## config.mk

```make
export PLATFORM = sky130hd
export DESIGN_NAME = tlv_header_parser_unit
export DESIGN_NICKNAME = d
export VERILOG_FILES = /design/src/tlvhp_pkg.sv /design/src/tlv_header_parser_unit.sv /design/src/tlvhp_step.sv
export SDC_FILE = /design/constraint.sdc
export NUM_CORES = 1
export LEC_CHECK = 0
export ABC_AREA = 1
export BUFFER_PORTS_ARGS = -buffer_cell sky130_fd_sc_hd__buf_2
export CORE_MARGIN = 1
export CORE_UTILIZATION = 60
export CTS_BUF_LIST = sky130_fd_sc_hd__clkbuf_2 sky130_fd_sc_hd__clkbuf_4 sky130_fd_sc_hd__clkbuf_8
export CTS_CLUSTER_DIAMETER = 100
export DETAILED_ROUTE_END_ITERATION = 8
export PLACE_DENSITY = 0.89
export SYNTH_ARGS = -nofsm -noshare
export SYNTH_HDL_FRONTEND = slang
export SYNTH_SLANG_ARGS = --single-unit
```

## constraint.sdc

```tcl
create_clock -name clk -period 9.3 [get_ports clk]
set_input_delay 0.93 -clock clk [delete_from_list [all_inputs] [get_ports clk]]
set_output_delay 0.93 -clock clk [all_outputs]
set_load 0.02 [all_outputs]
```

## src/tlvhp_pkg.sv

```systemverilog
`timescale 1ns / 1ps
// ----------------------------------------------------------------------------
// tlvhp_pkg
// Types, codes and helpers shared by the TLV header parser modules.
// ----------------------------------------------------------------------------
package tlvhp_pkg;

	typedef enum logic [2:0] {
		PH_IDLE    = 3'd0,
		PH_TAG     = 3'd1,
		PH_LEN_HI  = 3'd2,
		PH_LEN_MID = 3'd3,
		PH_LEN_LO  = 3'd4,
		PH_VALUE   = 3'd5,
		PH_DONE    = 3'd6
	} phase_t;

	localparam logic [2:0] ST_PARSING  = 3'd0;
	localparam logic [2:0] ST_COMPLETE = 3'd1;
	localparam logic [2:0] ST_UNKNOWN  = 3'd2;
	localparam logic [2:0] ST_OVERRUN  = 3'd3;
	localparam logic [2:0] ST_SHORT    = 3'd4;
	localparam logic [2:0] ST_ENDED    = 3'd5;

	localparam logic [7:0] TAG_END = 8'h00;
	localparam logic [7:0] TAG_K   = 8'h6B;
	localparam logic [7:0] TAG_S   = 8'h73;
	localparam logic [7:0] TAG_D   = 8'h64;
	localparam logic [7:0] TAG_I   = 8'h69;
	localparam logic [7:0] TAG_M   = 8'h6D;
	localparam logic [7:0] TAG_N   = 8'h6E;
	localparam logic [7:0] TAG_T   = 8'h74;
	localparam logic [7:0] TAG_A   = 8'h61;

	localparam logic [2:0] INT_BYTES = 3'd4;

	typedef struct packed {
		logic [31:0] pos;
		phase_t      phase;
		logic [7:0]  tag;
		logic [23:0] len;
		logic [31:0] acc;
		logic [2:0]  iseen;
		logic [2:0]  fstat;
	} parse_st_t;

	typedef struct packed {
		logic [2:0]  status;
		logic [7:0]  value_byte;
		logic        value_valid;
		logic [7:0]  field_tag;
		logic        field_end;
		logic [31:0] iteration_count;
		logic        iteration_valid;
	} parse_res_t;

	function automatic logic known_tag(input logic [7:0] t);
		return t inside {TAG_K, TAG_S, TAG_D, TAG_I, TAG_M, TAG_N, TAG_T, TAG_A};
	endfunction

endpackage

```

## src/tlv_header_parser_unit.sv

```systemverilog
`timescale 1ns / 1ps
// ----------------------------------------------------------------------------
// tlv_header_parser_unit
// Streaming tag-length-value header parser, one byte per item.
// ----------------------------------------------------------------------------
// Pipeline: input register, then result register; the parse state updates as
//   the result is registered. One byte per cycle unless out_stall holds the
//   result register; the parse step is a single pass of logic.
// Reset: arst_n clears the parse state to idle, buffer_length to zero and
//   both pipeline stages to empty.
module tlv_header_parser_unit (
	input  logic        clk,
	input  logic        arst_n,
	input  logic        cfg_we,
	input  logic [31:0] cfg_wdata,
	input  logic        in_valid,
	output logic        in_stall,
	input  logic        start_req,
	input  logic [7:0]  data_byte,
	output logic        out_valid,
	input  logic        out_stall,
	output logic [2:0]  status,
	output logic [7:0]  value_byte,
	output logic        value_valid,
	output logic [7:0]  field_tag,
	output logic        field_end,
	output logic [31:0] iteration_count,
	output logic        iteration_valid
);
	import tlvhp_pkg::*;

	logic [31:0] buffer_length_q;
	parse_st_t   state_q;
	parse_st_t   state_nxt;
	parse_res_t  res_nxt;
	parse_res_t  res_s2;
	logic        valid_s1;
	logic        start_s1;
	logic [7:0]  byte_s1;
	logic        advance;

	always_ff @(posedge clk or negedge arst_n) begin
		if (!arst_n) begin
			buffer_length_q <= '0;
		end else if (cfg_we) begin
			buffer_length_q <= cfg_wdata;
		end
	end

	// stage 1 moves on when the result register is empty or being drained
	assign advance  = !out_valid || !out_stall;
	assign in_stall = valid_s1 && !advance;

	always_ff @(posedge clk or negedge arst_n) begin
		if (!arst_n) begin
			valid_s1 <= 1'b0;
		end else if (!in_stall) begin
			valid_s1 <= in_valid;
		end
	end

	always_ff @(posedge clk) begin
		if (in_valid && !in_stall) begin
			start_s1 <= start_req;
			byte_s1  <= data_byte;
		end
	end

	tlvhp_step u_step (
		.cur           (state_q),
		.buffer_length (buffer_length_q),
		.start_req     (start_s1),
		.data_byte     (byte_s1),
		.nxt           (state_nxt),
		.res           (res_nxt)
	);

	// all-zero is idle phase with parsing status
	always_ff @(posedge clk or negedge arst_n) begin
		if (!arst_n) begin
			state_q <= '0;
		end else if (valid_s1 && advance) begin
			state_q <= state_nxt;
		end
	end

	always_ff @(posedge clk or negedge arst_n) begin
		if (!arst_n) begin
			out_valid <= 1'b0;
		end else if (advance) begin
			out_valid <= valid_s1;
		end
	end

	always_ff @(posedge clk) begin
		if (valid_s1 && advance) begin
			res_s2 <= res_nxt;
		end
	end

	assign status          = res_s2.status;
	assign value_byte      = res_s2.value_byte;
	assign value_valid     = res_s2.value_valid;
	assign field_tag       = res_s2.field_tag;
	assign field_end       = res_s2.field_end;
	assign iteration_count = res_s2.iteration_count;
	assign iteration_valid = res_s2.iteration_valid;

`ifndef SYNTH
	a_ivalid_on_int_byte: assert property (@(posedge clk) disable iff (!arst_n)
		out_valid && iteration_valid |-> value_valid && field_tag == TAG_I)
		else $error("iteration_valid without a tag i value byte");

	a_fend_on_value: assert property (@(posedge clk) disable iff (!arst_n)
		out_valid && field_end |-> value_valid)
		else $error("field_end on a non-value item");

	a_stall_needs_item: assert property (@(posedge clk) disable iff (!arst_n)
		in_stall |-> valid_s1 && out_valid && out_stall)
		else $error("input stalled with nothing blocking");

	a_done_has_status: assert property (@(posedge clk) disable iff (!arst_n)
		state_q.phase == PH_DONE |-> state_q.fstat != ST_PARSING)
		else $error("parser finished without a final status");

	a_idle_no_status: assert property (@(posedge clk) disable iff (!arst_n)
		state_q.phase == PH_IDLE |-> state_q.fstat == ST_PARSING)
		else $error("idle parser holds a final status");
`endif

endmodule

```

## src/tlvhp_step.sv

```systemverilog
`timescale 1ns / 1ps
// ----------------------------------------------------------------------------
// tlvhp_step
// Next-state and result logic for one header byte.
// ----------------------------------------------------------------------------
module tlvhp_step (
	input  tlvhp_pkg::parse_st_t  cur,
	input  logic [31:0]           buffer_length,
	input  logic                  start_req,
	input  logic [7:0]            data_byte,
	output tlvhp_pkg::parse_st_t  nxt,
	output tlvhp_pkg::parse_res_t res
);
	import tlvhp_pkg::*;

	parse_st_t   st;
	logic [23:0] len_full;
	logic [33:0] rec_end;
	logic [31:0] pos_inc;
	logic [23:0] len_dec;
	logic        vvalid;
	logic        fend;
	logic        ivalid;

	always_comb begin
		st = cur;
		if (start_req) begin
			st.pos   = '0;
			st.tag   = '0;
			st.len   = '0;
			st.acc   = '0;
			st.iseen = '0;
			st.fstat = ST_PARSING;
			st.phase = PH_TAG;
		end
	end

	assign len_full = {st.len[23:8], data_byte};
	// position after the value of this record, compared against the buffer
	assign rec_end  = {2'b00, st.pos} + 34'd1 + {10'd0, len_full};
	assign pos_inc  = st.pos + 32'd1;
	assign len_dec  = st.len - 24'd1;

	always_comb begin
		nxt    = st;
		vvalid = 1'b0;
		fend   = 1'b0;
		ivalid = 1'b0;
		if (st.phase != PH_IDLE && st.phase != PH_DONE) begin
			if (st.pos >= buffer_length) begin
				nxt.fstat = ST_ENDED;
				nxt.phase = PH_DONE;
			end else begin
				case (st.phase)
					PH_TAG: begin
						if (data_byte == TAG_END) begin
							nxt.tag   = TAG_END;
							nxt.fstat = ST_COMPLETE;
							nxt.phase = PH_DONE;
						end else if (!known_tag(data_byte)) begin
							nxt.tag   = data_byte;
							nxt.fstat = ST_UNKNOWN;
							nxt.phase = PH_DONE;
						end else begin
							nxt.tag   = data_byte;
							nxt.len   = '0;
							if (data_byte == TAG_I) begin
								nxt.acc   = '0;
								nxt.iseen = '0;
							end
							nxt.phase = PH_LEN_HI;
						end
					end
					PH_LEN_HI: begin
						nxt.len   = {data_byte, 16'd0};
						nxt.phase = PH_LEN_MID;
					end
					PH_LEN_MID: begin
						nxt.len   = {st.len[23:16], data_byte, 8'd0};
						nxt.phase = PH_LEN_LO;
					end
					PH_LEN_LO: begin
						nxt.len = len_full;
						if (rec_end >= {2'b00, buffer_length}) begin
							nxt.fstat = ST_OVERRUN;
							nxt.phase = PH_DONE;
						end else if (st.tag == TAG_I && len_full < 24'(INT_BYTES)) begin
							nxt.fstat = ST_SHORT;
							nxt.phase = PH_DONE;
						end else if (len_full == 24'd0) begin
							nxt.phase = PH_TAG;
						end else begin
							nxt.phase = PH_VALUE;
						end
					end
					default: begin
						vvalid = 1'b1;
						if (st.tag == TAG_I && st.iseen < INT_BYTES) begin
							nxt.acc   = {st.acc[23:0], data_byte};
							nxt.iseen = st.iseen + 3'd1;
							ivalid    = (st.iseen == INT_BYTES - 3'd1);
						end
						nxt.len = len_dec;
						if (len_dec == 24'd0) begin
							fend      = 1'b1;
							nxt.phase = PH_TAG;
						end
					end
				endcase
				nxt.pos = pos_inc;
				if (nxt.phase != PH_DONE && pos_inc >= buffer_length) begin
					nxt.fstat = ST_ENDED;
					nxt.phase = PH_DONE;
				end
			end
		end
	end

	always_comb begin
		res.status          = nxt.fstat;
		res.value_byte      = vvalid ? data_byte : 8'd0;
		res.value_valid     = vvalid;
		res.field_tag       = nxt.tag;
		res.field_end       = fend;
		res.iteration_count = nxt.acc;
		res.iteration_valid = ivalid;
	end

endmodule

```

==> results.md <==
* Status: finished clean
* Via-to-Cell Ratio at 6.03
* Max Cap Viol at 0
* Count of standard-cell rows at 58
* Total track usage at 34.1%
* GRT overflow at 0
* I/O pin cnt at 102
* Clock latency on the worst-skew pair at 570 ps
* Combinational Power Share at 50.4%
* Die Span Y at 162 µm
* Syn. warnings at 0
* P_sw at 2.10 mW
* Vias in the first global route at 13800
* Leak at 7.93 nW
* Drt wl/cell at 18.1 µm
* Initial Utilization at 60.8%
* EDFF count, synth at 63
* Register area share after synthesis at 35.2%
* Root Driver: clkbuf_8
* Fill count at 2137
* F_max at 136 MHz
* Nets at 2275
* Seq pwr share at 29.0%
* Clock power share at 20.6%
* I/O Buffers at 101
* Yosys reg bits at 202
* Post-layout minimum cycle time at 7330 ps
* Worst rel slew slack at 26.6%
* CTS clock-pin slew for the worst setup and hold paths at 70 ps
* GP Congestion at 1.02
* WP data required at 9620 ps
* Synth area leader: dfrtp_1
* Post-Syn Nets at 2201
* Routed via count at 14900
* CTS hold repair buffers at 0
* Wirelength, routed at 44700 µm
* Worst setup path class: reg2reg
* CTS max path bufs at 3
* Worst-Margin Slew at 1070 ps
* Worst path max stage delay at 540 ps
* Maximum VDD drop at 0.165 mV
* Reg2reg setup slack at 1970 ps
* Pint at 2.27 mW
* Period utilization at 78.9%
* Most common cell on crit path: nand2_1
* Mapped Cells at 2031
* Largest net degree at the start of global routing at 124
* Startpoint Class: flip-flop
* Count leader, synth: nand2_1
* Mapped Area at 15300 µm²
* Pwr per Cell Area at 262 nW/µm²
* # diodes at 0
* RSZ-0062 raised after global routing: no
* Syn avg cell area at 7.52 µm²
* Die area at 26100 µm²
* Syn-to-layout area delta at 9.16%
* WP data arrival at 7650 ps
* Antenna violations before repair at 1
* DRT Pass-1 Iters at 7
* Clock skew at 37.9 ps
* First-pass GRT wire length at 70700 µm
* Clock sink count at 202
* Hold violation total from the final report at 0
* CP max FO at 51
* Synth unique cells at 64
* Total power draw at 4.37 mW
* Sw Ratio at 48.0%
* Setup bufs post-CTS at 0
* Share of layout cells above drive strength 1 at 13.0%
* Core Area at 25100 µm²
* Number of gates resized after CTS at 0
* Post-route setup TNS at 0 ps
* Async set-reset flop share out of synthesis at 68.8%
* Area contributors post-synth: dfrtp_1 23%, edfxtp_1 12%, ha_1 10%, nand2_1 9.4%, o21ai_0 7.1%
* Final design utilization at 66.4%
* DRC Markers at 0
* Post-synth top cells: 384 x nand2_1, 247 x inv_1, 218 x o21ai_0, 208 x nor2_1, 139 x dfrtp_1
* Final setup violation count at 0
* Post-DP HPWL at 31700 µm
* Ys flop type: dfrtp_1
* CTS tree: done
* Drt first-iter violations at 1907
* CP endpoint kind: flip-flop
* CP max stage cell: a21boi_0
* Final max-slew violation count at 0
* Total CTS buffers at 38
* Share of the synthesized area in the top cell type at 22.8%
* Antenna-violating nets left at 0
* Worst min-delay path class: in2async
* H-tree level count at 2
* Die width at 162 µm
==> final cells by class <==
| type | count | area [µm²] | area share (%) |
|---|---|---|---|
| clock buffers | 52 | 647 | 3.88 |
| clock inverters | 18 | 116 | 0.698 |
| inverters | 267 | 1010 | 6.09 |
| multi-input cells | 1486 | 8530 | 51.2 |
| flip-flops and latches | 202 | 5370 | 32.2 |
| well taps | 330 | 413 | 2.48 |
| repair buffers | 110 | 579 | 3.47 |
==> power by group through the flow <==
| stage | Clock [mW] | Sequential (mW) | Combinational [mW] |
|---|---|---|---|
| after global routing | 0.949 | 1.29 | 2.42 |
| after global placement | 0 | 1.27 | 2.07 |
| after CTS | 0.907 | 1.26 | 2.14 |
| after floorplan | 0 | 1.29 | 1.54 |
| after detailed placement | 0 | 1.28 | 2.12 |
| final | 0.900 | 1.27 | 2.20 |
==> layer usage <==
metal,routed length [µm],up-vias,global-route usage (%)
met5,0,-,0
met4,2140,0,17.2
met3,4360,154,6.09
met2,20300,853,54.6
met1,17800,6865,44.3
li1,-,6982,-
==> cell families after synthesis <==
family | synth area share [%]
adders and majority gates | 10.2
xor gates and xnor gates | 3.83
muxes | 0.0737
and+or+nand+nor | 24.3
AOI/OAI and AO/OA | 17.4
DFF | 35.2
buffers and inverters | 9.04
==> placed cells by master (no fill, tap or decap), types with 10 or more instances in the layout <==
master / count
nand2_1: 383
inv_1: 246
o21ai_0: 218
nor2_1: 207
dfrtp_1: 139
a21oi_1: 128
ha_1: 123
buf_2: 100
nand3_1: 89
edfxtp_1: 63
xor2_1: 53
clkbuf_8: 41
a31oi_1: 29
o22ai_1: 29
nor2_2: 28
nand4_1: 25
nand2_2: 20
nor3_1: 16
o221ai_1: 16
clkinv_1: 15
nor2_4: 12
xnor2_1: 12
clkbuf_4: 11
inv_2: 10
o211ai_1: 10
==> state kept, by name (all words and copies together) (netlist names) <==
signal,flops
state_q,105
start_s1,1
iteration_valid,1
byte_s1,8
status,3
value_valid,1
field_tag,8
field_end,1
value_byte,8
iteration_count,32
buffer_length_q,32
out_valid,1
valid_s1,1
==> path summary, 6_finish.rpt <==
kind / startpoint / endpoint / cells past startpoint
max in group asynchronous: arst_n / buffer_length_q[25] / 2
min in group clk: state_q[65] / state_q[65] / 2
setup reg to reg: start_s1 / status[1] / 37
hold / removal: arst_n / state_q[63] / 1
hold reg to reg: state_q[65] / state_q[65] / 2
setup / recovery: start_s1 / status[1] / 37
==> worst max-delay path: cells and delay by family, from the launching register on <==
family                     cells  cell delay (ps)
DFF                            1              480
and+or+nand+nor               19             1930
xor gates and xnor gates       2              440
adders and majority gates      3              920
buffers and inverters          3              610
AOI/OAI and AO/OA             10             2700
==> through the flow <==
step	setup slack [ps]	hold WS, ps	cells	instance area (µm²)
2_1_floorplan	3550	448	2031	15300
3_3_place_gp	2420	466	2395	15900
3_5_place_dp	2220	470	2395	15900
4_1_cts	2210	490	2465	16700
5_1_grt	1580	526	2465	16700
6_report	1970	456	2465	16700
No activity file was read; power rests on OpenSTA's default activity.
